**config.mk**
```make
export PLATFORM = sky130hd
export DESIGN_NAME = two_button_gesture_recognizer_core
export DESIGN_NICKNAME = d
export VERILOG_FILES = /design/src/rtl/tbgr_pkg.sv /design/src/rtl/tbgr_fsm.sv /design/src/rtl/two_button_gesture_recognizer_core.sv
export VERILOG_INCLUDE_DIRS = /design/src /design/src/rtl
export SDC_FILE = /design/constraint.sdc
export NUM_CORES = 1
export LEC_CHECK = 0
export ABC_AREA = 1
export CAP_MARGIN = 20
export CORE_AREA = 3 3 99 101
export CTS_BUF_LIST = sky130_fd_sc_hd__clkbuf_4
export DETAILED_ROUTE_END_ITERATION = 16
export DIE_AREA = 0 0 102 104
export DONT_BUFFER_PORTS = 1
export PLACE_DENSITY = 0.88
export SLEW_MARGIN = 20
export SYNTH_ARGS = -nofsm -noshare
export SYNTH_HDL_FRONTEND = slang
export SYNTH_HIERARCHICAL = 1
export SYNTH_SLANG_ARGS = --single-unit
```
**constraint.sdc**
```tcl
create_clock -name clk_i -period 1.6 [get_ports clk_i]
set_clock_uncertainty 0.05 [all_clocks]
set_input_delay 0 -clock clk_i [delete_from_list [all_inputs] [get_ports clk_i]]
set_output_delay 0 -clock clk_i [all_outputs]
set_load 0.01 [all_outputs]
```
**src/rtl/assert_macros.svh**
```systemverilog
// Assertion macros used by the state machine of the gesture recognizer.
`ifndef ASSERT_MACROS_SVH
`define ASSERT_MACROS_SVH

// Implication checked on every clock edge outside reset.
`define TBGR_ASSERT(label, clk, rst_n, prop, msg) \
  label: assert property (@(posedge clk) disable iff (!rst_n) prop) else $error(msg);

// Condition that must never be true outside reset.
`define TBGR_ASSERT_NEVER(label, clk, rst_n, cond, msg) \
  label: assert property (@(posedge clk) disable iff (!rst_n) !(cond)) else $error(msg);

`endif

```
**src/rtl/tbgr_pkg.sv**
```systemverilog
// Package for the two-button gesture recognizer: types, codes and reset values.
package tbgr_pkg;

  // Width of the interval registers
  localparam int unsigned CFG_W = 16;
  // Default countdown width
  localparam int unsigned TIMER_WIDTH_DEF = 16;

  // Register reset values
  localparam logic [CFG_W-1:0] TAP_TICKS_RST   = 16'd250;
  localparam logic [CFG_W-1:0] PRESS_TICKS_RST = 16'd500;
  localparam logic [CFG_W-1:0] LONG_TICKS_RST  = 16'd9500;

  // Register indexes on the configuration port
  typedef enum logic [1:0] {
    IDX_TAP_TICKS   = 2'd0,
    IDX_PRESS_TICKS = 2'd1,
    IDX_LONG_TICKS  = 2'd2
  } cfg_idx_e;

  // Input word kinds
  typedef enum logic {
    KIND_TICK  = 1'b0,
    KIND_EVENT = 1'b1
  } kind_e;

  // Recognizer states
  typedef enum logic [3:0] {
    ST_IDLE         = 4'd0,
    ST_TRIGGERED    = 4'd1,
    ST_TAPPED       = 4'd2,
    ST_TAPPED2      = 4'd3,
    ST_PRESSED      = 4'd4,
    ST_LONG         = 4'd5,
    ST_SLID         = 4'd6,
    ST_BOTH_PRESSED = 4'd7,
    ST_BOTH_LONG    = 4'd8
  } state_e;

  // Gesture codes
  typedef enum logic [3:0] {
    G_NONE      = 4'd0,
    G_TAP       = 4'd1,
    G_DOUBLE    = 4'd2,
    G_PRESS     = 4'd3,
    G_LONG      = 4'd4,
    G_BOTH      = 4'd5,
    G_BOTH_LONG = 4'd6,
    G_SLIDE_LR  = 4'd7,
    G_SLIDE_RL  = 4'd8
  } gesture_e;

  // Both buttons held
  localparam logic [1:0] BTN_BOTH = 2'b11;
  localparam logic [1:0] BTN_NONE = 2'b00;

  // One result word
  typedef struct packed {
    gesture_e gesture;
    logic     unexpected;
  } result_t;

  // Interval registers handed to the recognizer
  typedef struct packed {
    logic [CFG_W-1:0] tap_ticks;
    logic [CFG_W-1:0] press_ticks;
    logic [CFG_W-1:0] long_ticks;
  } cfg_t;

endpackage

```
**src/rtl/tbgr_fsm.sv**
```systemverilog
// Gesture state machine with its one-shot countdown and stored push patterns.
`include "assert_macros.svh"

module tbgr_fsm #(
  parameter int unsigned TimerWidth = tbgr_pkg::TIMER_WIDTH_DEF
) (
  input  logic             clk_i,
  input  logic             rst_ni,
  input  logic             step_i,     // one word accepted this cycle
  input  tbgr_pkg::kind_e  kind_i,
  input  logic [1:0]       buttons_i,
  input  tbgr_pkg::cfg_t   cfg_i,
  output tbgr_pkg::result_t res_o
);

  localparam logic [31:0] TimerMax = 32'((64'd1 << TimerWidth) - 64'd1);

  tbgr_pkg::state_e       state_q, state_d;
  logic [TimerWidth-1:0]  count_q, count_d;
  logic                   run_q, run_d;
  logic [1:0]             first_q, first_d;
  logic [1:0]             second_q, second_d;
  logic                   timeout;

  // Interval to countdown value: zero acts as one, too large saturates
  function automatic logic [TimerWidth-1:0] load_val(input logic [tbgr_pkg::CFG_W-1:0] t);
    logic [31:0] w;
    w = 32'(t);
    if (w == 32'd0) w = 32'd1;
    if (w > TimerMax) w = TimerMax;
    return w[TimerWidth-1:0];
  endfunction

  // Tick that ends a running countdown
  assign timeout = (kind_i == tbgr_pkg::KIND_TICK) && run_q &&
                   (count_q <= TimerWidth'(1));

  // Next state, timer actions and result
  always_comb begin
    state_d  = state_q;
    count_d  = count_q;
    run_d    = run_q;
    first_d  = first_q;
    second_d = second_q;
    res_o.gesture    = tbgr_pkg::G_NONE;
    res_o.unexpected = 1'b0;

    if (kind_i == tbgr_pkg::KIND_TICK) begin
      if (run_q && !timeout) begin
        count_d = count_q - TimerWidth'(1);
      end else if (timeout) begin
        count_d = '0;
        run_d   = 1'b0;
        unique case (state_q)
          tbgr_pkg::ST_TRIGGERED: begin
            state_d = tbgr_pkg::ST_PRESSED;
            count_d = load_val(cfg_i.long_ticks);
            run_d   = 1'b1;
          end
          tbgr_pkg::ST_TAPPED: begin
            state_d       = tbgr_pkg::ST_IDLE;
            res_o.gesture = tbgr_pkg::G_TAP;
          end
          tbgr_pkg::ST_PRESSED:      state_d = tbgr_pkg::ST_LONG;
          tbgr_pkg::ST_BOTH_PRESSED: state_d = tbgr_pkg::ST_BOTH_LONG;
          default:                   res_o.unexpected = 1'b1;
        endcase
      end
    end else begin
      unique case (state_q)
        tbgr_pkg::ST_TRIGGERED: begin
          second_d = buttons_i;
          run_d    = 1'b1;
          if (buttons_i != tbgr_pkg::BTN_NONE) begin
            state_d = tbgr_pkg::ST_BOTH_PRESSED;
            count_d = load_val(cfg_i.long_ticks);
          end else begin
            state_d = tbgr_pkg::ST_TAPPED;
            count_d = load_val(cfg_i.tap_ticks);
          end
        end
        tbgr_pkg::ST_TAPPED: begin
          run_d    = 1'b0;
          second_d = buttons_i;
          state_d  = (buttons_i != first_q) ? tbgr_pkg::ST_SLID : tbgr_pkg::ST_TAPPED2;
        end
        tbgr_pkg::ST_TAPPED2: begin
          state_d       = tbgr_pkg::ST_IDLE;
          run_d         = 1'b0;
          res_o.gesture = tbgr_pkg::G_DOUBLE;
        end
        tbgr_pkg::ST_PRESSED: begin
          second_d = buttons_i;
          if (buttons_i != tbgr_pkg::BTN_NONE) begin
            state_d = tbgr_pkg::ST_BOTH_PRESSED;
            count_d = load_val(cfg_i.long_ticks);
            run_d   = 1'b1;
          end else begin
            state_d       = tbgr_pkg::ST_IDLE;
            run_d         = 1'b0;
            res_o.gesture = tbgr_pkg::G_PRESS;
          end
        end
        tbgr_pkg::ST_LONG: begin
          state_d       = tbgr_pkg::ST_IDLE;
          run_d         = 1'b0;
          res_o.gesture = tbgr_pkg::G_LONG;
        end
        tbgr_pkg::ST_SLID: begin
          state_d       = tbgr_pkg::ST_IDLE;
          res_o.gesture = (first_q < second_q) ? tbgr_pkg::G_SLIDE_LR
                                               : tbgr_pkg::G_SLIDE_RL;
        end
        tbgr_pkg::ST_BOTH_PRESSED: begin
          run_d = 1'b0;
          if (buttons_i == tbgr_pkg::BTN_NONE) begin
            state_d       = tbgr_pkg::ST_IDLE;
            res_o.gesture = tbgr_pkg::G_BOTH;
          end
        end
        tbgr_pkg::ST_BOTH_LONG: begin
          if (buttons_i == tbgr_pkg::BTN_NONE) begin
            state_d       = tbgr_pkg::ST_IDLE;
            res_o.gesture = tbgr_pkg::G_BOTH_LONG;
          end
        end
        default: begin
          // idle: first push of a gesture, or a stray release
          first_d = buttons_i;
          if (buttons_i == tbgr_pkg::BTN_NONE) begin
            res_o.unexpected = 1'b1;
          end else if (buttons_i == tbgr_pkg::BTN_BOTH) begin
            state_d = tbgr_pkg::ST_BOTH_PRESSED;
            count_d = load_val(cfg_i.long_ticks);
            run_d   = 1'b1;
          end else begin
            state_d = tbgr_pkg::ST_TRIGGERED;
            count_d = load_val(cfg_i.press_ticks);
            run_d   = 1'b1;
          end
        end
      endcase
    end
  end

  // State update only on an accepted word
  always_ff @(posedge clk_i or negedge rst_ni) begin
    if (!rst_ni) begin
      state_q  <= tbgr_pkg::ST_IDLE;
      count_q  <= '0;
      run_q    <= 1'b0;
      first_q  <= '0;
      second_q <= '0;
    end else if (step_i) begin
      state_q  <= state_d;
      count_q  <= count_d;
      run_q    <= run_d;
      first_q  <= first_d;
      second_q <= second_d;
    end
  end

  // A running countdown never sits at zero
  `TBGR_ASSERT(a_run_nonzero, clk_i, rst_ni, run_q |-> (count_q != '0), "running countdown at zero")
  // Idle never has the timer running
  `TBGR_ASSERT_NEVER(a_idle_stopped, clk_i, rst_ni, (state_q == tbgr_pkg::ST_IDLE) && run_q, "timer running in idle")
  // States without a timeout keep the timer stopped
  `TBGR_ASSERT_NEVER(a_no_timer_states, clk_i, rst_ni, run_q && ((state_q == tbgr_pkg::ST_TAPPED2) || (state_q == tbgr_pkg::ST_LONG) || (state_q == tbgr_pkg::ST_SLID) || (state_q == tbgr_pkg::ST_BOTH_LONG)), "timer running in a state without timeout")
  // A tap reported on a timeout tick leaves the timer stopped in idle
  `TBGR_ASSERT(a_tap_on_tick, clk_i, rst_ni, (step_i && (res_o.gesture == tbgr_pkg::G_TAP)) |=> (!run_q && (state_q == tbgr_pkg::ST_IDLE)), "tap not followed by stopped idle")

endmodule

```
**src/rtl/two_button_gesture_recognizer_core.sv**
```systemverilog
// Top level of the two-button gesture recognizer: ports, registers, output stage.
//
// Input stream (s_axis): one word per timer tick or touch event. tuser carries the
// kind (0 tick, 1 push/release event), tdata carries the button status after the
// event (bit0 button A, bit1 button B); tdata is ignored for ticks.
// Output stream (m_axis): exactly one word per input word, in order. tdata carries
// the gesture code, tuser the unexpected-event flag.
// Configuration: cfg_valid_i/cfg_index_i/cfg_data_i write the tap, press and long
// intervals (index 0, 1, 2); cfg_ready_o is always high. Write only while idle.
// Output: the result of a word is on m_axis in the cycle after the word is accepted.
// Throughput: one word per cycle while m_axis_tready is high; the whole state machine and
// countdown step is combinational logic between the recognizer state and the output register.
// Stall: the output register holds its word while m_axis_tready is low, and
// s_axis_tready drops only while that register is full and not being drained.
// Reset: state idle, timer stopped, push patterns cleared, intervals back to
// 250/500/9500 ticks, output empty.
module two_button_gesture_recognizer_core #(
  parameter int unsigned TimerWidth = tbgr_pkg::TIMER_WIDTH_DEF
) (
  input  logic        clk_i,
  input  logic        rst_ni,
  // Input stream
  input  logic        s_axis_tvalid,
  output logic        s_axis_tready,
  input  logic [7:0]  s_axis_tdata,   // [1:0] buttons, [7:2] zero
  input  logic [0:0]  s_axis_tuser,   // [0] kind
  // Output stream
  output logic        m_axis_tvalid,
  input  logic        m_axis_tready,
  output logic [7:0]  m_axis_tdata,   // [3:0] gesture, [7:4] zero
  output logic [0:0]  m_axis_tuser,   // [0] unexpected
  // Configuration write
  input  logic        cfg_valid_i,
  output logic        cfg_ready_o,
  input  logic [1:0]  cfg_index_i,
  input  logic [15:0] cfg_data_i
);

  tbgr_pkg::cfg_t    cfg_q;
  tbgr_pkg::result_t res;
  tbgr_pkg::result_t out_q;
  logic              out_vld_q;
  logic              accept;

  assign cfg_ready_o   = 1'b1;
  assign s_axis_tready = !out_vld_q || m_axis_tready;
  assign accept        = s_axis_tvalid && s_axis_tready;

  // Interval registers
  always_ff @(posedge clk_i or negedge rst_ni) begin
    if (!rst_ni) begin
      cfg_q.tap_ticks   <= tbgr_pkg::TAP_TICKS_RST;
      cfg_q.press_ticks <= tbgr_pkg::PRESS_TICKS_RST;
      cfg_q.long_ticks  <= tbgr_pkg::LONG_TICKS_RST;
    end else if (cfg_valid_i) begin
      unique case (tbgr_pkg::cfg_idx_e'(cfg_index_i))
        tbgr_pkg::IDX_TAP_TICKS:   cfg_q.tap_ticks   <= cfg_data_i;
        tbgr_pkg::IDX_PRESS_TICKS: cfg_q.press_ticks <= cfg_data_i;
        tbgr_pkg::IDX_LONG_TICKS:  cfg_q.long_ticks  <= cfg_data_i;
        default: ;
      endcase
    end
  end

  tbgr_fsm #(
    .TimerWidth(TimerWidth)
  ) u_fsm (
    .clk_i     (clk_i),
    .rst_ni    (rst_ni),
    .step_i    (accept),
    .kind_i    (tbgr_pkg::kind_e'(s_axis_tuser[0])),
    .buttons_i (s_axis_tdata[1:0]),
    .cfg_i     (cfg_q),
    .res_o     (res)
  );

  // Output register
  always_ff @(posedge clk_i or negedge rst_ni) begin
    if (!rst_ni) begin
      out_vld_q <= 1'b0;
    end else if (s_axis_tready) begin
      out_vld_q <= s_axis_tvalid;
    end
  end

  always_ff @(posedge clk_i) begin
    if (accept) begin
      out_q <= res;
    end
  end

  assign m_axis_tvalid = out_vld_q;
  assign m_axis_tdata  = {4'b0000, out_q.gesture};
  assign m_axis_tuser  = out_q.unexpected;

endmodule
```
==> impl_metrics.env <==
export IMPL_outcome="finished with violations"
export IMPL_layout_core_utilization=0.7989
export IMPL_ys_seq_area_frac=0.3748
export IMPL_clock_sinks=79
export IMPL_area_growth_from_synthesis_to_final_layout_pct=34.72
export IMPL_finalMaxSlewViolations=0
export IMPL_vias_per_cell=6.752
export IMPL_grt_max_degree=75
export IMPL_first_global_vias=6166
export IMPL_async_reset_ff_frac=0.9367
export IMPL_first_pass_detailed_route_iteration_total=10
export IMPL_floorplan_io_pins=44
export IMPL_syn_area_um2=5401
export IMPL_dp_hpwl_um=10450
export IMPL_postSynthRegisterBits=79
export IMPL_clock_period_minus_worst_slack_ns=1.892
export IMPL_setup_worst_path_end_class="register"
export IMPL_regToRegStartpoint="u_fsm/state_q[0]$_DFFE_PN0P_"
export IMPL_fp_dieArea_um2=10610
export IMPL_remaining_drcs=0
export IMPL_cts_htree_levels=3
export IMPL_regArea_um2=2026
export IMPL_clk_path_buf_depth=2
export IMPL_violations="negative hold slack, negative setup slack"
export IMPL_drt_wl_total_um=23030
export IMPL_timing_critical_path_fanout_max=21
export IMPL_final_period_utilization=1.182
export IMPL_cts_root_buf="clkbuf_4"
export IMPL_gpl_final_weighted_congestion=0.9447
export IMPL_synth_ff_type="dfrtp_1"
export IMPL_worstSetupStartpoint="cfg_valid_i"
export IMPL_tritoncts_num_buffers=9
export IMPL_final_setup_worst_slack_ns=-0.2916
export IMPL_filler_cell_count=509
export IMPL_footprint_of_the_multi_input_gates_um2=3204
export IMPL_timing_max_slew_rel_slack=0.3594
export IMPL_worst_setup_path_endpoint="cfg_q[11]$_DFFE_PN0P_"
export IMPL_fin_nets=946
export IMPL_static_leakage_power_nw=3.517
export IMPL_drive_above_1_share=0.2445
export IMPL_setup_violations_final=33
export IMPL_die_w_um=102
export IMPL_post_drt_wl_per_cell_um=22.42
export IMPL_placement_io_buffers=0
export IMPL_count_of_flip_flops_with_a_built_in_enable_after_synthesis=5
export IMPL_cp_data_arrival_time_ns=2.17
export IMPL_worst_skew_pair_late_latency_ns=0.45
export IMPL_grt_setup_unrepaired="yes"
export IMPL_worst_slew_pin_slew_ns=0.9578
export IMPL_timing_max_cap_violations=0
export IMPL_yosys_cell_types_count=42
export IMPL_worstReg2RegEnd="u_fsm/state_q[0]$_DFFE_PN0P_"
export IMPL_grt_pass1_wl_um=31070
export IMPL_grt_overflow_total=0
export IMPL_design_core_area_um2=9109
export IMPL_clkTransAtPathRegs_ns=0.17
export IMPL_length_in_cells_of_the_worst_reg_to_reg_path=8
export IMPL_min_path_type="primary input to async pin"
export IMPL_synth_avg_cell_area_um2=7.024
export IMPL_synthCells=769
export IMPL_die_height_um=104
export IMPL_core_rowCount=35
export IMPL_start_util=0.5930
export IMPL_clock_tree_from_tritoncts="built"
export IMPL_critPathLaunchType="primary input"
export IMPL_achievable_frequency_mhz=528.7
export IMPL_synth_yosys_warnings=6
export IMPL_critPathKind="primary input to register"
export IMPL_hold_violations=91
export IMPL_crit_path_required_time_ns=1.88
export IMPL_diodes=0
export IMPL_grt_usage=0.3673
export IMPL_antenna_violations_before_repair=1
export IMPL_routed_via_count=6934
export IMPL_worst_reg2reg_setup_slack_ns=-0.22
export IMPL_vdd_ir_drop_max_uv=1003
export IMPL_initialDrtViolationCount=1458
export IMPL_ant_nets=0
export IMPL_hold_slack_ns=-0.8377
export IMPL_power_per_cell_area_nw_per_um2=1549
## cells in the final DEF (no fill, tap or decap), drive strengths merged, types with 11 or more instances in the layout
cell          instances
nand3                86
dfrtp                56
buf                  91
nor2                 82
a21oi                15
dlygate4sd3          67
nand4                38
o211ai               14
nand2               290
inv                  57
dfstp                18
dlymetal6s4s         11
o21ai                32
## synth_stat cells, types with 3 or more instances
cell type	count	area (um^2)
inv_1	52	195.2
xor2_1	3	26.28
inv_4	3	18.77
nor3_1	7	35.03
edfxtp_1	5	150.1
nor2_2	9	56.30
nand3_4	3	52.55
dfrtp_1	56	1401
nand2_1	281	1055
buf_6	10	112.6
nand3_1	78	390.4
nor2_1	68	255.2
o2111ai_1	3	26.28
o211ai_1	14	105.1
nor2_4	3	33.78
nand4_1	38	237.7
clkbuf_1	3	11.26
nand2_4	4	45.04
nand2_2	4	25.02
dfstp_2	18	473.0
buf_2	13	65.06
nand3_2	5	50.05
o21ai_0	29	145.1
ha_1	3	37.54
buf_4	15	112.6
xnor2_1	7	61.31
a21oi_1	15	75.07
## report_power, final
part | total [mW] | internal, mW | leakage (nW) | switching (mW)
registers | 3.13 | 2.57 | 0.940 | 0.561
clock network | 1.30 | 0.478 | 0.0741 | 0.821
logic | 6.84 | 2.92 | 2.50 | 3.92
## stage by stage
stage	area (um^2)	worst slack (ns)	setup TNS (ns)	instances	total power [mW]
after floorplan	5416	0.01290	0	772	6.191
after global placement	5783	-0.3353	-4.118	912	7.693
after detailed placement	5783	-0.4584	-5.539	912	7.880
after CTS	6953	-0.1003	-1.706	1012	9.905
after global routing	7277	-0.2893	-5.983	1027	11.75
final	7277	-0.2916	-4.232	1027	11.27
## critical path, stage by stage
cell	delay [ns]
buf_12	0.11
dlygate4sd3_1	1.19
nand4_1	0.48
nand2_1	0.38
## cell type report
cell class	instances	area share
Timing Repair Buffer	169	0.2125
Clock buffer	9	0.009285
Clock inverter	7	0.009457
Inverter	57	0.03095
Multi-Input combinational cell	595	0.4403
Sequential cell	79	0.2784
Tap cell	111	0.01909
## state kept, by name, indices dropped and copies added (netlist names)
signal	flops
cfg_q	48
m_axis_tdata	4
m_axis_tuser	1
m_axis_tvalid	1
u_fsm/count_q	16
u_fsm/first_q	2
u_fsm/run_q	1
u_fsm/second_q	2
u_fsm/state_q	4
## per-layer routing
layer	track usage	vias up	wire length [um]
met2	0.5812	783	10050
met5	0	-	14
met1	0.4685	3108	7505
met4	0.1931	2	2176
met3	0.07445	248	3281
li1	-	2793	-
## worst min path at each step
stage            from                      endpoint  slack [ns]
4_1_cts        rst_ni         cfg_q[34]$_DFFE_PN0P_       -0.81
2_1_floorplan  rst_ni          cfg_q[0]$_DFFE_PN0P_       -0.35
5_1_grt        rst_ni  u_fsm/first_q[1]$_DFFE_PN0P_       -0.87
3_5_place_dp   rst_ni     m_axis_tvalid$_DFFE_PN0P_       -0.34
6_report       rst_ni  u_fsm/first_q[1]$_DFFE_PN0P_       -0.84
3_3_place_gp   rst_ni     m_axis_tvalid$_DFFE_PN0P_       -0.34
## cell families (layout without fill, tap and decap cells)
kind of cell | count (synthesis) | count (layout) | synth area share
buffers and inverters | 99 | 242 | 0.09775
other | 2 | 5 | 0.001390
AND/OR/NAND/NOR | 506 | 507 | 0.4267
XOR/XNOR | 10 | 10 | 0.01622
AO/OA/AOI/OAI | 70 | 70 | 0.07621
flip-flops | 79 | 79 | 0.3748
adder cells (fa/ha/maj) | 3 | 3 | 0.006950
## timing repair
| action | CTS | global route |
|---|---|---|
| endpoints found under the hold margin | 148 | 111 |
| setup endpoints to repair | 28 | 52 |
| resized for setup | 61 | 58 |
| hold buffers | 77 | 2 |
| setup buffers | 7 | 11 |
| cloned | 0 | 2 |
| pin swaps | 11 | 14 |
No activity file was read; power rests on OpenSTA's default activity.
